`src/sv/dhcpc_pkg.sv`:
```
// dhcp client lease machine package: payload structs, codes and register map
// no dependencies
package dhcpc_pkg;

  localparam int unsigned CfgAw = 5;
  localparam int unsigned QueueDepth = 2;
  localparam logic [31:0] InfiniteLease = 32'hFFFF_FFFF;
  localparam logic [31:0] AllOnes = 32'hFFFF_FFFF;
  localparam logic [31:0] DefaultLease = 32'd3600;

  typedef enum logic [1:0] {
    OpTick = 2'd0,
    OpPoll = 2'd1,
    OpInit = 2'd2,
    OpNop  = 2'd3
  } op_e;

  typedef enum logic [2:0] {
    PhInit = 3'd0,
    PhSelecting = 3'd1,
    PhRequesting = 3'd2,
    PhRebooting = 3'd3,
    PhLeased = 3'd4,
    PhRenewing = 3'd5,
    PhRebinding = 3'd6,
    PhUnused = 3'd7
  } phase_e;

  typedef enum logic [1:0] {
    KindNone = 2'd0,
    KindDiscover = 2'd1,
    KindRequest = 2'd2,
    KindDecline = 2'd3
  } kind_e;

  typedef enum logic [2:0] {
    StRunning = 3'd0,
    StLeased = 3'd1,
    StAssigned = 3'd2,
    StChanged = 3'd3,
    StFailed = 3'd4
  } status_e;

  typedef enum logic [1:0] {
    CacheNone = 2'd0,
    CacheSave = 2'd1,
    CacheForget = 2'd2
  } cache_e;

  typedef enum logic [2:0] {
    RegXidSeed = 3'd0,
    RegCachedIp = 3'd1,
    RegCachedSid = 3'd2,
    RegRetryLimit = 3'd3,
    RegRenewResend = 3'd4,
    RegDefaultLease = 3'd5
  } reg_e;

  typedef struct packed {
    logic [1:0]  opcode;
    logic [2:0]  replies_seen;
    logic [31:0] offer_ip;
    logic [31:0] offer_server;
    logic [31:0] ack_ip;
    logic [31:0] ack_server;
    logic        ack_has_server;
    logic [31:0] ack_lease;
    logic [31:0] ack_t1;
    logic [31:0] ack_t2;
    logic        probe_in_use;
  } in_item_t;

  typedef struct packed {
    logic [2:0]  status;
    logic [1:0]  send_kind;
    logic        broadcast_flag;
    logic        unicast_to_server;
    logic [31:0] client_ip_field;
    logic [31:0] requested_ip_option;
    logic [31:0] server_id_option;
    logic [31:0] transaction_id;
    logic [31:0] bound_ip;
    logic [1:0]  cache_action;
  } out_item_t;

  typedef struct packed {
    logic [31:0] xid_seed;
    logic [31:0] cached_ip;
    logic [31:0] cached_sid;
    logic [3:0]  retry_limit;
    logic [7:0]  renew_resend;
    logic [31:0] default_lease;
  } cfg_t;

  // classified command handed from front to back
  typedef struct packed {
    op_e         op;
    logic        offer;
    logic        ack;
    logic        nak;
    logic [31:0] offer_ip;
    logic [31:0] offer_server;
    logic [31:0] ack_ip;
    logic [31:0] ack_server;
    logic        ack_has_server;
    logic [31:0] ack_lease;
    logic [31:0] ack_t1;
    logic [31:0] ack_t2;
    logic        probe_in_use;
  } cmd_t;

endpackage

```
`src/sv/dhcpc_front.sv`:
```
// front end: takes input transactions, decodes them and queues commands
// depends on dhcpc_pkg
module dhcpc_front #(
  parameter int unsigned Depth = dhcpc_pkg::QueueDepth
) (
  input  logic                 clk_i,
  input  logic                 rst_ni,
  input  logic                 in_valid_i,
  output logic                 in_ready_o,
  input  dhcpc_pkg::in_item_t  in_data_i,
  output logic                 cmd_valid_o,
  input  logic                 cmd_ready_i,
  output dhcpc_pkg::cmd_t      cmd_o
);
  import dhcpc_pkg::*;

  localparam int unsigned Aw = (Depth > 1) ? $clog2(Depth) : 1;

  cmd_t          mem_q [Depth];
  logic [Aw-1:0] wr_q, wr_d, rd_q, rd_d;
  logic [Aw:0]   cnt_q, cnt_d;
  cmd_t          cmd;
  logic          push, pop;

  always_comb begin
    cmd.op = op_e'(in_data_i.opcode);
    cmd.offer = in_data_i.replies_seen[0];
    cmd.ack = in_data_i.replies_seen[1];
    cmd.nak = in_data_i.replies_seen[2];
    cmd.offer_ip = in_data_i.offer_ip;
    cmd.offer_server = in_data_i.offer_server;
    cmd.ack_ip = in_data_i.ack_ip;
    cmd.ack_server = in_data_i.ack_server;
    cmd.ack_has_server = in_data_i.ack_has_server;
    cmd.ack_lease = in_data_i.ack_lease;
    cmd.ack_t1 = in_data_i.ack_t1;
    cmd.ack_t2 = in_data_i.ack_t2;
    cmd.probe_in_use = in_data_i.probe_in_use;
  end

  assign in_ready_o = (cnt_q != (Aw+1)'(Depth));
  assign cmd_valid_o = (cnt_q != '0);
  assign cmd_o = mem_q[rd_q];
  assign push = in_valid_i && in_ready_o;
  assign pop = cmd_valid_o && cmd_ready_i;

  always_comb begin
    wr_d = wr_q;
    rd_d = rd_q;
    cnt_d = cnt_q;
    if (push) begin
      wr_d = (wr_q == Aw'(Depth - 1)) ? '0 : wr_q + 1'b1;
    end
    if (pop) begin
      rd_d = (rd_q == Aw'(Depth - 1)) ? '0 : rd_q + 1'b1;
    end
    if (push && !pop) begin
      cnt_d = cnt_q + 1'b1;
    end else if (pop && !push) begin
      cnt_d = cnt_q - 1'b1;
    end
  end

  always_ff @(posedge clk_i or negedge rst_ni) begin
    if (!rst_ni) begin
      wr_q <= '0;
      rd_q <= '0;
      cnt_q <= '0;
    end else begin
      wr_q <= wr_d;
      rd_q <= rd_d;
      cnt_q <= cnt_d;
    end
  end

  always_ff @(posedge clk_i) begin
    if (push) begin
      mem_q[wr_q] <= cmd;
    end
  end

endmodule

```
`src/sv/dhcpc_back.sv`:
```
// back end: lease state machine, one command per cycle while the output register can drain, registered result
// depends on dhcpc_pkg
module dhcpc_back (
  input  logic                 clk_i,
  input  logic                 rst_ni,
  input  dhcpc_pkg::cfg_t      cfg_i,
  input  logic                 cmd_valid_i,
  output logic                 cmd_ready_o,
  input  dhcpc_pkg::cmd_t      cmd_i,
  output logic                 out_valid_o,
  input  logic                 out_ready_i,
  output dhcpc_pkg::out_item_t out_data_o
);
  import dhcpc_pkg::*;

  phase_e      phase_q, phase_d;
  logic [31:0] now_q, now_d, sent_q, sent_d, xid_q, xid_d;
  logic [3:0]  retry_q, retry_d;
  logic [31:0] offered_q, offered_d, server_q, server_d, lease_q, lease_d;
  logic [31:0] llen_q, llen_d, t1_q, t1_d, t2_q, t2_d, exp_q, exp_d;
  logic        ovalid_q;
  out_item_t   out_q, res;
  logic        take;

  assign cmd_ready_o = !ovalid_q || out_ready_i;
  assign take = cmd_valid_i && cmd_ready_o;
  assign out_valid_o = ovalid_q;
  assign out_data_o = out_q;

  // bind values computed off the incoming ack
  logic [31:0] b_len, b_t1, b_t2, b_exp;
  logic [2:0]  b_status;
  logic [31:0] elapsed, pace;
  logic        tmo_pace, tmo_renew;
  logic [3:0]  retry_inc;

  always_comb begin
    b_len = (cmd_i.ack_lease != '0) ? cmd_i.ack_lease : cfg_i.default_lease;
    if (b_len == InfiniteLease) begin
      b_t1 = InfiniteLease;
      b_t2 = InfiniteLease;
      b_exp = InfiniteLease;
    end else begin
      b_t1 = now_q + ((cmd_i.ack_t1 != '0) ? cmd_i.ack_t1 : {1'b0, b_len[31:1]});
      b_t2 = now_q + ((cmd_i.ack_t2 != '0) ? cmd_i.ack_t2 :
             ({3'b000, b_len[31:3]} * 32'd7));
      b_exp = now_q + b_len;
    end
    if (lease_q != '0 && lease_q != cmd_i.ack_ip) begin
      b_status = StChanged;
    end else if (lease_q == '0) begin
      b_status = StAssigned;
    end else begin
      b_status = StLeased;
    end
    elapsed = now_q - sent_q;
    pace = (retry_q == 4'd0) ? 32'd1 : ((retry_q == 4'd1) ? 32'd2 : 32'd4);
    tmo_pace = elapsed >= pace;
    tmo_renew = elapsed >= {24'd0, cfg_i.renew_resend};
    retry_inc = retry_q + 1'b1;
  end

  logic        snd;
  kind_e       kind;
  logic [31:0] s_req, s_sid;
  phase_e      ph_emit;
  logic [2:0]  status;
  cache_e      cache;
  logic        do_req, do_bind, do_restart;

  always_comb begin
    phase_d = phase_q;
    now_d = now_q;
    sent_d = sent_q;
    xid_d = xid_q;
    retry_d = retry_q;
    offered_d = offered_q;
    server_d = server_q;
    lease_d = lease_q;
    llen_d = llen_q;
    t1_d = t1_q;
    t2_d = t2_q;
    exp_d = exp_q;
    snd = 1'b0;
    kind = KindNone;
    s_req = '0;
    s_sid = '0;
    status = StRunning;
    cache = CacheNone;
    do_req = 1'b0;
    do_bind = 1'b0;
    do_restart = 1'b0;
    ph_emit = phase_q;

    unique case (cmd_i.op)
      OpTick, OpNop: begin
        if (cmd_i.op == OpTick) begin
          now_d = now_q + 1'b1;
        end
        status = (phase_q == PhLeased || phase_q == PhRenewing ||
                  phase_q == PhRebinding) ? StLeased : StRunning;
      end
      OpInit: begin
        xid_d = cfg_i.xid_seed;
        retry_d = '0;
        if (cfg_i.cached_ip != '0) begin
          lease_d = cfg_i.cached_ip;
          server_d = cfg_i.cached_sid;
          phase_d = PhRebooting;
          do_req = 1'b1;
        end else begin
          phase_d = PhInit;
          lease_d = '0;
        end
      end
      OpPoll: begin
        unique case (phase_q)
          PhInit: begin
            snd = 1'b1;
            kind = KindDiscover;
            phase_d = PhSelecting;
          end
          PhSelecting: begin
            if (cmd_i.offer) begin
              offered_d = cmd_i.offer_ip;
              server_d = cmd_i.offer_server;
              phase_d = PhRequesting;
              retry_d = '0;
              do_req = 1'b1;
            end else if (tmo_pace) begin
              retry_d = retry_inc;
              if (retry_inc >= cfg_i.retry_limit) begin
                do_restart = 1'b1;
                status = StFailed;
              end else begin
                snd = 1'b1;
                kind = KindDiscover;
              end
            end
          end
          PhRequesting: begin
            if (cmd_i.ack) begin
              if (cmd_i.ack_ip != lease_q && cmd_i.probe_in_use) begin
                snd = 1'b1;
                kind = KindDecline;
                s_req = cmd_i.ack_ip;
                s_sid = server_q;
                do_restart = 1'b1;
              end else begin
                do_bind = 1'b1;
              end
            end else if (cmd_i.nak) begin
              lease_d = '0;
              do_restart = 1'b1;
            end else if (tmo_pace) begin
              retry_d = retry_inc;
              if (retry_inc >= cfg_i.retry_limit) begin
                do_restart = 1'b1;
                status = StFailed;
              end else begin
                do_req = 1'b1;
              end
            end
          end
          PhRebooting: begin
            if (cmd_i.ack) begin
              do_bind = 1'b1;
            end else if (cmd_i.nak) begin
              cache = CacheForget;
              lease_d = '0;
              do_restart = 1'b1;
            end else if (tmo_pace) begin
              retry_d = retry_inc;
              if (retry_inc >= cfg_i.retry_limit) begin
                do_restart = 1'b1;
              end else begin
                do_req = 1'b1;
              end
            end
          end
          PhLeased: begin
            status = StLeased;
            if (now_q >= t2_q) begin
              xid_d = xid_q + 1'b1;
              phase_d = PhRebinding;
              ph_emit = PhRebinding;
              do_req = 1'b1;
            end else if (now_q >= t1_q) begin
              xid_d = xid_q + 1'b1;
              phase_d = PhRenewing;
              ph_emit = PhRenewing;
              do_req = 1'b1;
            end
          end
          PhRenewing, PhRebinding: begin
            if (cmd_i.ack) begin
              do_bind = 1'b1;
            end else if (cmd_i.nak) begin
              lease_d = '0;
              do_restart = 1'b1;
            end else if (now_q >= exp_q) begin
              do_restart = 1'b1;
            end else begin
              status = StLeased;
              if (phase_q == PhRenewing && now_q >= t2_q) begin
                phase_d = PhRebinding;
                ph_emit = PhRebinding;
                do_req = 1'b1;
              end else if (tmo_renew) begin
                do_req = 1'b1;
              end
            end
          end
          default: ;
        endcase
      end
      default: ;
    endcase

    // a phase change from init lands before the request goes out
    if (cmd_i.op == OpInit) begin
      ph_emit = phase_d;
    end else if (cmd_i.op == OpPoll && phase_q == PhSelecting && cmd_i.offer) begin
      ph_emit = PhRequesting;
    end

    if (do_req) begin
      snd = 1'b1;
      kind = KindRequest;
      if (ph_emit == PhRequesting) begin
        s_req = offered_d;
        s_sid = server_d;
      end else if (ph_emit == PhRebooting) begin
        s_req = lease_d;
      end
    end

    if (do_bind) begin
      lease_d = cmd_i.ack_ip;
      if (cmd_i.ack_has_server) begin
        server_d = cmd_i.ack_server;
      end
      llen_d = b_len;
      t1_d = b_t1;
      t2_d = b_t2;
      exp_d = b_exp;
      phase_d = PhLeased;
      retry_d = '0;
      cache = CacheSave;
      status = b_status;
    end

    res.status = status;
    res.send_kind = kind;
    res.broadcast_flag = snd && !(kind == KindRequest && ph_emit == PhRenewing);
    res.unicast_to_server = snd && kind == KindRequest && ph_emit == PhRenewing &&
                            server_d != AllOnes;
    res.client_ip_field = (snd && (ph_emit == PhRenewing || ph_emit == PhRebinding)) ?
                          lease_d : '0;
    res.requested_ip_option = s_req;
    res.server_id_option = s_sid;
    // a sent message carries the xid from before a restart advances it; a restart with no send reports the advanced xid
    res.transaction_id = (snd || !do_restart) ? xid_d : xid_q + 1'b1;
    if (snd && kind != KindDecline) begin
      sent_d = now_q;
    end
    if (do_restart) begin
      xid_d = xid_q + 1'b1;
      phase_d = PhInit;
      retry_d = '0;
      if (!snd) begin
        res.transaction_id = xid_d;
      end
    end
    res.bound_ip = lease_d;
    res.cache_action = cache;
  end

  always_ff @(posedge clk_i or negedge rst_ni) begin
    if (!rst_ni) begin
      phase_q <= PhInit;
      now_q <= '0;
      sent_q <= '0;
      xid_q <= '0;
      retry_q <= '0;
      offered_q <= '0;
      server_q <= '0;
      lease_q <= '0;
      llen_q <= '0;
      t1_q <= '0;
      t2_q <= '0;
      exp_q <= '0;
      ovalid_q <= 1'b0;
    end else begin
      if (take) begin
        phase_q <= phase_d;
        now_q <= now_d;
        sent_q <= sent_d;
        xid_q <= xid_d;
        retry_q <= retry_d;
        offered_q <= offered_d;
        server_q <= server_d;
        lease_q <= lease_d;
        llen_q <= llen_d;
        t1_q <= t1_d;
        t2_q <= t2_d;
        exp_q <= exp_d;
      end
      if (take) begin
        ovalid_q <= 1'b1;
      end else if (out_ready_i) begin
        ovalid_q <= 1'b0;
      end
    end
  end

  always_ff @(posedge clk_i) begin
    if (take) begin
      out_q <= res;
    end
  end

endmodule

```
`src/sv/dhcp_client_lease_machine_unit.sv`:
```
// DHCP client lease machine. Every input transaction (tick, poll, init or nop)
// yields exactly one result transaction. An item passes a command queue of
// QueueDepth entries (two by default) and is then executed by the lease state
// machine, so a new item is accepted every cycle while the output register
// drains; the result is registered when the back end takes the queued command.
// Registers are on an APB-style port at byte address 4*i and should be
// written while idle.
module dhcp_client_lease_machine_unit #(
  parameter int unsigned QueueDepth = dhcpc_pkg::QueueDepth
) (
  input  logic                        clk_i,
  input  logic                        rst_ni,
  input  logic                        psel,
  input  logic                        penable,
  input  logic                        pwrite,
  input  logic [dhcpc_pkg::CfgAw-1:0] paddr,
  input  logic [31:0]                 pwdata,
  output logic [31:0]                 prdata,
  output logic                        pready,
  input  logic                        in_valid_i,
  output logic                        in_ready_o,
  input  dhcpc_pkg::in_item_t         in_data_i,
  output logic                        out_valid_o,
  input  logic                        out_ready_i,
  output dhcpc_pkg::out_item_t        out_data_o
);
  import dhcpc_pkg::*;

  cfg_t cfg_q;
  logic cmd_valid, cmd_ready;
  cmd_t cmd;
  reg_e idx;

  assign pready = 1'b1;
  assign idx = reg_e'(paddr[CfgAw-1:2]);

  always_ff @(posedge clk_i or negedge rst_ni) begin
    if (!rst_ni) begin
      cfg_q.xid_seed <= '0;
      cfg_q.cached_ip <= '0;
      cfg_q.cached_sid <= '0;
      cfg_q.retry_limit <= 4'd3;
      cfg_q.renew_resend <= 8'd8;
      cfg_q.default_lease <= DefaultLease;
    end else if (psel && penable && pwrite) begin
      unique case (idx)
        RegXidSeed: cfg_q.xid_seed <= pwdata;
        RegCachedIp: cfg_q.cached_ip <= pwdata;
        RegCachedSid: cfg_q.cached_sid <= pwdata;
        RegRetryLimit: cfg_q.retry_limit <= pwdata[3:0];
        RegRenewResend: cfg_q.renew_resend <= pwdata[7:0];
        RegDefaultLease: cfg_q.default_lease <= pwdata;
        default: ;
      endcase
    end
  end

  always_comb begin
    unique case (idx)
      RegXidSeed: prdata = cfg_q.xid_seed;
      RegCachedIp: prdata = cfg_q.cached_ip;
      RegCachedSid: prdata = cfg_q.cached_sid;
      RegRetryLimit: prdata = {28'd0, cfg_q.retry_limit};
      RegRenewResend: prdata = {24'd0, cfg_q.renew_resend};
      RegDefaultLease: prdata = cfg_q.default_lease;
      default: prdata = '0;
    endcase
  end

  dhcpc_front #(.Depth(QueueDepth)) u_front (
    .clk_i, .rst_ni, .in_valid_i, .in_ready_o, .in_data_i,
    .cmd_valid_o(cmd_valid), .cmd_ready_i(cmd_ready), .cmd_o(cmd)
  );

  dhcpc_back u_back (
    .clk_i, .rst_ni, .cfg_i(cfg_q),
    .cmd_valid_i(cmd_valid), .cmd_ready_o(cmd_ready), .cmd_i(cmd),
    .out_valid_o, .out_ready_i, .out_data_o
  );

`ifndef ASSERT_OFF
  a_cmd_result: assert property (@(posedge clk_i) disable iff (!rst_ni)
    (cmd_valid && cmd_ready) |=> out_valid_o) else $error("command gave no result");
  a_no_send_flags: assert property (@(posedge clk_i) disable iff (!rst_ni)
    (out_valid_o && out_data_o.send_kind == KindNone) |->
    (!out_data_o.broadcast_flag && !out_data_o.unicast_to_server))
    else $error("flags without send");
  a_save_bound: assert property (@(posedge clk_i) disable iff (!rst_ni)
    (out_valid_o && out_data_o.cache_action == CacheSave) |->
    (out_data_o.status != StRunning && out_data_o.status != StFailed))
    else $error("save without bind");
`endif

endmodule

```
`config.mk`:
```
export PLATFORM = sky130hd
export DESIGN_NAME = dhcp_client_lease_machine_unit
export DESIGN_NICKNAME = d
export VERILOG_FILES = /design/src/sv/dhcpc_pkg.sv /design/src/sv/dhcpc_front.sv /design/src/sv/dhcpc_back.sv /design/src/sv/dhcp_client_lease_machine_unit.sv
export SDC_FILE = /design/constraint.sdc
export NUM_CORES = 2
export LEC_CHECK = 0
export ABC_AREA = 0
export BUFFER_PORTS_ARGS = -buffer_cell sky130_fd_sc_hd__buf_4
export CELL_PAD_IN_SITES_DETAIL_PLACEMENT = 0
export CELL_PAD_IN_SITES_GLOBAL_PLACEMENT = 1
export CORE_ASPECT_RATIO = 0.75
export CORE_MARGIN = 3
export CORE_UTILIZATION = 35
export DETAILED_ROUTE_END_ITERATION = 8
export GPL_TIMING_DRIVEN = 0
export PLACE_DENSITY = 0.63
export SLEW_MARGIN = 20
export SYNTH_ARGS = -nofsm -noshare
export SYNTH_HDL_FRONTEND = slang
export SYNTH_SLANG_ARGS = --single-unit
```
`constraint.sdc`:
```
create_clock -name clk_i -period 12.2 [get_ports clk_i]
set_input_delay 2.44 -clock clk_i [delete_from_list [all_inputs] [get_ports clk_i]]
set_output_delay 2.44 -clock clk_i [all_outputs]
set_load 0.02 [all_outputs]
```
=== Word level (Yosys, flattened, before mapping) ===
Memory sizes are Yosys's and may differ from the RTL's.
Index checks and enable logic that the tools add are counted.

* Add/subtract/negate cells: 11
* Multiply operators: 1
* $lt $le $gt $ge: 6
* Eq/ne operators: 29
* Muxes and demuxes: 140
* Bitwise logic cells: 2
* Reductions and logical operators: 58

{| class="wikitable"
|+ Operators by type and width
! operator !! number
|-
| 32-bit 2-to-1 mux || 40
|-
| 32-bit case mux with 2 select lines || 3
|-
| 32-bit case mux with 6 select lines || 1
|-
| 32-bit nonzero test || 5
|-
| 32-bit >= comparator || 4
|-
| 32-bit adder || 3
|-
| 3-bit 2-to-1 mux || 22
|-
| 32-bit by 1-bit adder with 32-bit output (second input constant) || 2
|-
| 32-bit inequality test || 2
|-
| 1-bit 2-to-1 mux || 44
|-
| 32-bit == test (second input constant) || 1
|-
| 32-bit by 8-bit >= comparator with 1-bit output || 1
|-
| 32-bit logical NOT || 1
|-
| 29-bit by 3-bit multiplier with 32-bit output (second input constant) || 1
|-
| 32-bit inequality test (second input constant) || 1
|-
| 32-bit subtractor || 1
|-
| 4-bit 2-to-1 mux || 6
|-
| 3-bit case mux with 4 select lines || 2
|-
| 2-bit 2-to-1 mux || 11
|-
| 3-bit == test (second input constant) || 7
|-
| 3-bit by 2-bit == test with 1-bit output (second input constant) || 6
|-
| 1-bit logical AND || 18
|-
| 3-bit case mux with 2 select lines || 3
|-
| 4-bit case mux with 2 select lines || 2
|-
| other kinds (29) || 60
|}

* Flip-flop bits (word level): 609
* RAM bits: 462
* Bits of input ports: 275
* Output and inout bits: 204
* Logic and storage cells: 280
* Memories kept: 1

{| class="wikitable"
|+ Memories
! memory !! depth !! width !! rd ports !! clocked after memory_dff !! wr ports !! RTL line !! source
|-
| u_front.mem_q || 2 || 231 || 1 || 0 || 1 || dhcpc_front.sv:19 || <nowiki>cmd_t mem_q [Depth];</nowiki>
|}

=== Longest topological paths before layout ===
* Depth after elaboration: 14
* Depth in mapped cells: 36
* Gate-level depth less buffers: 34

=== Modules after synthesis ===
Synthesis repeated with hierarchy kept, for this count alone.

* Cell total of the unflattened synthesis: 5040
* Area, all modules: 59447.0 um2

{| class="wikitable"
|+ By module, submodules not included
! module !! instances !! cells an instance !! area each (um2) !! seq. area each (um2)
|-
| dhcpc_back || 1 || 3857 || 35330.1 || 12482.0
|-
| dhcpc_front || 1 || 737 || 17605.6 || 13973.4
|-
| dhcp_client_lease_machine_unit || 1 || 446 || 6511.2 || 3512.1
|}

=== Worst setup path before layout ===
Ideal clock, no wire load.

* Path type: input-to-reg
* From: input port in_valid_i
* To: memory u_front.mem_q[0][0] (netlist bit), enable pin
* Library setup time: 0.827 ns
* Arrival time: 12.107 ns
* Data required time: 11.373 ns
* Slack: -0.734 ns
* Stages: 2
* Cells stage by stage: nand2_1 nor2_1

* Longest elaborated chain between the ends: 3

{| class="wikitable"
|+ Ends and longest elaborated chain
! what !! RTL line !! source
|-
| start: declaration || dhcp_client_lease_machine_unit.sv:20 || <nowiki>input logic in_valid_i,</nowiki>
|-
| 1-bit logical AND || dhcpc_front.sv:44 || <nowiki>assign push = in_valid_i && in_ready_o;</nowiki>
|-
| 1-bit 2-to-1 mux || dhcpc_front.sv:77 || <nowiki>if (push) begin</nowiki>
|-
| 1-bit 2-to-1 mux (not written as such) || dhcpc_front.sv:78 || <nowiki>mem_q[wr_q] <= cmd;</nowiki>
|-
| end: declaration || dhcpc_front.sv:19 ||
|}

No other way between the ends.

=== Worst setup path after layout ===
* From: register u_front.rd_q
* To: register u_back.t2_q[31]

* Longest elaborated chain between the ends: 8

{| class="wikitable"
|+ Ends and longest elaborated chain
! what !! RTL line !! source
|-
| start: declaration || dhcpc_front.sv:20 || <nowiki>logic [Aw-1:0] wr_q, wr_d, rd_q, rd_d;</nowiki>
|-
| start signal: assignment || dhcpc_front.sv:71 || <nowiki>rd_q <= rd_d;</nowiki>
|-
| memory 2 x 231 bit (*) || - ||
|-
| branches (longest 7 deep; another with 29-bit by 3-bit multiplier with 32-bit output) || - ||
|-
| end signal: assignment || dhcpc_back.sv:306 || <nowiki>t2_q <= t2_d;</nowiki>
|-
| end: declaration || dhcpc_back.sv:20 || <nowiki>logic [31:0] llen_q, llen_d, t1_q, t1_d, t2_q, t2_d, exp_q, exp_d;</nowiki>
|}

Every way passes the cells marked *.
A chain may end at the register's enable or synchronous reset.

==> results.cfg <==
[worst_setup_path]
start_kind = flip-flop
r2r_slack_ns = 0.27
reg2reg_from = u_front.rd_q$_DFFE_PN0P_
end_kind = flip-flop
worstSetupStartpoint = u_front.rd_q$_DFFE_PN0P_
arrival_ns = 12.59
critPathTopFamily = compound AO/OA/AOI/OAI gates
slowest_stage = o21ai_0
max_stage_delay_ns = 0.87
cpMostUsedCell = a21o_1
cp_data_required_time_ns = 12.86
crit_fanout = 10
path_buf_inv = 7
path_class = flip-flop to flip-flop

[timing]
setup_viol = 0
rsz0062_at_grt = no
period_share_pct = 97.8
slew-limit-headroom_pct = 16.2
finalMaxSlewViolations = 0
max_freq_mhz = 83.8
finalHoldViolCount = 0
period_minus_slack_ns = 11.93
worst_pin_slew_ns = 1.25
fin_skew_ns = 0.0697

[logic_synthesis]
synth_seq_area_share_pct = 51.4
yosysWarnings = 0
synth_flop_cell = edfxtp_1
synth_edf_count = 631
syn-num-nets = 5781
yosysUniqueCellTypes = 93
syn_avg_cell_area_um2 = 11.2
syn_area_mm2 = 0.0583
ys_async_sr_fraction_pct = 41.1
synth_seq_cells = 1071
synthCells = 5185

[clocking]
cts_resized = 6
post_cts.repair.setup_buffers = 0
clk_pin_slew_ns = 0.07
clk_path_buf_depth = 3
cts_sinks = 1071
cts-buffers-inserted = 116
cts_root_buffer = clkbuf_16
cts.htree.levels = 3
clk_latency_ns = 0.78
cts_hold_buf = 0
cts_tree = built

[pwr]
p_seq_share_pct = 30.5
peakVddDrop_mv = 0.144
leakagePower_nw = 29.9
swShare_pct = 43.0
p_int_w = 0.0106
p_sw_w = 0.00801
combPwrFrac_pct = 48.8
power_density_mw_per_mm2 = 267
clockPowerShare_pct = 20.8

[global_route]
gr-usage-met3_pct = 5.85
grt.met1_usage_pct = 38.9
grt_max_degree = 89
antenna_found_initial = 50
grt_pass1_wl_um = 323000
use_met2_pct = 37.3
grt_pass1_vias = 43800
grt.busiest_layer = met1
grt-ovfl-total = 0
gr-usage-all-layers_pct = 25.9

[worst_hold_path]
worstHoldPathType = flip-flop to flip-flop
hold_path.startpoint = u_back.offered_q[10]$_DFFE_PN0P_

[cells_and_area]
utilization_pct = 42.1
fin_area_mm2 = 0.0696
drive_above_1_share_pct = 17.1
layout_commonest_cell = edfxtp_1
top_register = u_front.mem_q
final_cell_mix = edfxtp_1 (631), nand2_1 (508), buf_4 (477), dfrtp_1 (433), ha_1 (288)
synthToLayoutAreaGrowth_pct = 19.3
largest_reg_flops = 462
fin_nets = 6401

[placement]
place.gp.congestion = 0.933
detailed_place_hpwl_um = 178000
io_buffer_count = 474
place_area_mm2 = 0.0653

[die]
dieWidth_um = 477
core.rowCount = 129
dieArea_mm2 = 0.172
die_h_um = 359
core_area_mm2 = 0.165
initial_core_util_pct = 35.3
io_pins = 479

[routing]
vias = 46400
drc_errors = 0
drt_wl_total_um = 229000
first_iter_violations = 5599
ant_nets = 0
firstDrtPassIters = 6
wl_per_cell_um = 28.1
vias_per_cell = 5.69

[flow_run]
maxCapViolCount = 0

[status]
outcome = finished clean
==> layer usage <==
| metal | share of wire (%) | vias up |
|---|---|---|
| met2 | 42 | 2009 |
| li1 | - | 20700 |
| met3 | 9.2 | 286 |
| met1 | 46 | 23400 |
| met4 | 2.4 | 10 |
| met5 | 0.078 | - |
==> final timing paths <==
| path | to | depth (start not counted) |
|---|---|---|
| worst max-delay path | u_back.t2_q[31]$_DFFE_PN0P_ | 29 |
| worst min-delay path | u_back.offered_q[10]$_DFFE_PN0P_ | 2 |
| worst max register to register | u_back.t2_q[31]$_DFFE_PN0P_ | 29 |
| worst min register to register | u_back.offered_q[10]$_DFFE_PN0P_ | 2 |
| max in group asynchronous | u_back.sent_q[19]$_DFFE_PN0P_ | 4 |
| min in group asynchronous | u_front.wr_q$_DFFE_PN0P_ | 1 |
==> kinds of logic (layout without fill, tap and decap cells) <==
kind of cell,Yosys count,count (layout),share of synthesized area [%]
buffers and inverters,521,1243,3.45
multiplexers,476,476,8.67
AO/OA/AOI/OAI,1224,1224,14.8
AND/OR/NAND/NOR,1350,1350,11.1
other,1,24,0.00643
flip-flops,1071,1071,51.4
adder cells (fa/ha/maj),321,321,7.32
XOR/XNOR,221,221,3.32
==> Yosys cell counts, types with 34 or more instances <==
library cell    n  share of area, %
edfxtp_1      631                33
nand2_1       508               3.3
dfrtp_1       433                19
ha_1          288               6.2
o21ai_0       276               2.4
nor2_1        268               1.7
inv_1         255               1.6
mux2i_1       246               4.2
a21oi_1       232               2.0
mux2_2        229               4.4
clkbuf_1      210               1.4
xnor2_1       126               1.9
nor2b_1       107               1.1
o22a_1         97               1.5
xor2_1         95               1.4
a221o_1        94               1.6
nand3_1        90              0.77
nor4_1         90              0.97
a21o_1         82               1.1
a22o_1         64              0.96
nand4_1        62              0.67
a22oi_1        56              0.72
and3_1         56              0.60
nor3_1         52              0.45
a221oi_1       36              0.54
a222oi_1       36              0.62
nand2b_1       34              0.36
==> power groups by stage <==
stage / clock network [W] / registers, W / logic, W
6_report: 0.00386 / 0.00567 / 0.00907
5_1_grt: 0.00407 / 0.00577 / 0.00976
4_1_cts: 0.00392 / 0.00565 / 0.00894
3_5_place_dp: 0 / 0.00572 / 0.00888
3_3_place_gp: 0 / 0.00595 / 0.00871
2_1_floorplan: 0 / 0.00591 / 0.00547
==> cell type report <==
type,count,area (um2)
plain buffers,265,1070
clock inverters,83,1050
inverters,256,961
repair buffers,502,4210
fillers,15800,95600
flip-flops and latches,1071,30000
multi-input cells,3593,26400
well taps,2227,2790
clock buffers,137,3100
diodes,23,57.6
==> tightest hold or removal path, cell delays in order (launching register included) <==
cell and delay, ns:
dfrtp_1 0.34, nand2_1 0.05, nand2_1 0.06
==> per-stage QoR <==
| stage | hold slack (ns) | worst slack (ns) | total power (W) | instances | setup TNS (ns) |
|---|---|---|---|---|---|
| 2_1_floorplan | 0.447 | 3.18 | 0.0114 | 5185 | 0 |
| 3_3_place_gp | 0.459 | -1.42 | 0.0147 | 7886 | -431.81 |
| 3_5_place_dp | 0.463 | -1.36 | 0.0146 | 7914 | -7.25 |
| 4_1_cts | 0.479 | 0.0216 | 0.0185 | 8134 | 0 |
| 5_1_grt | 0.498 | 0.0301 | 0.0196 | 8146 | 0 |
| 6_report | 0.477 | 0.268 | 0.0186 | 8157 | 0 |
Power figures use the tool's default switching activity.
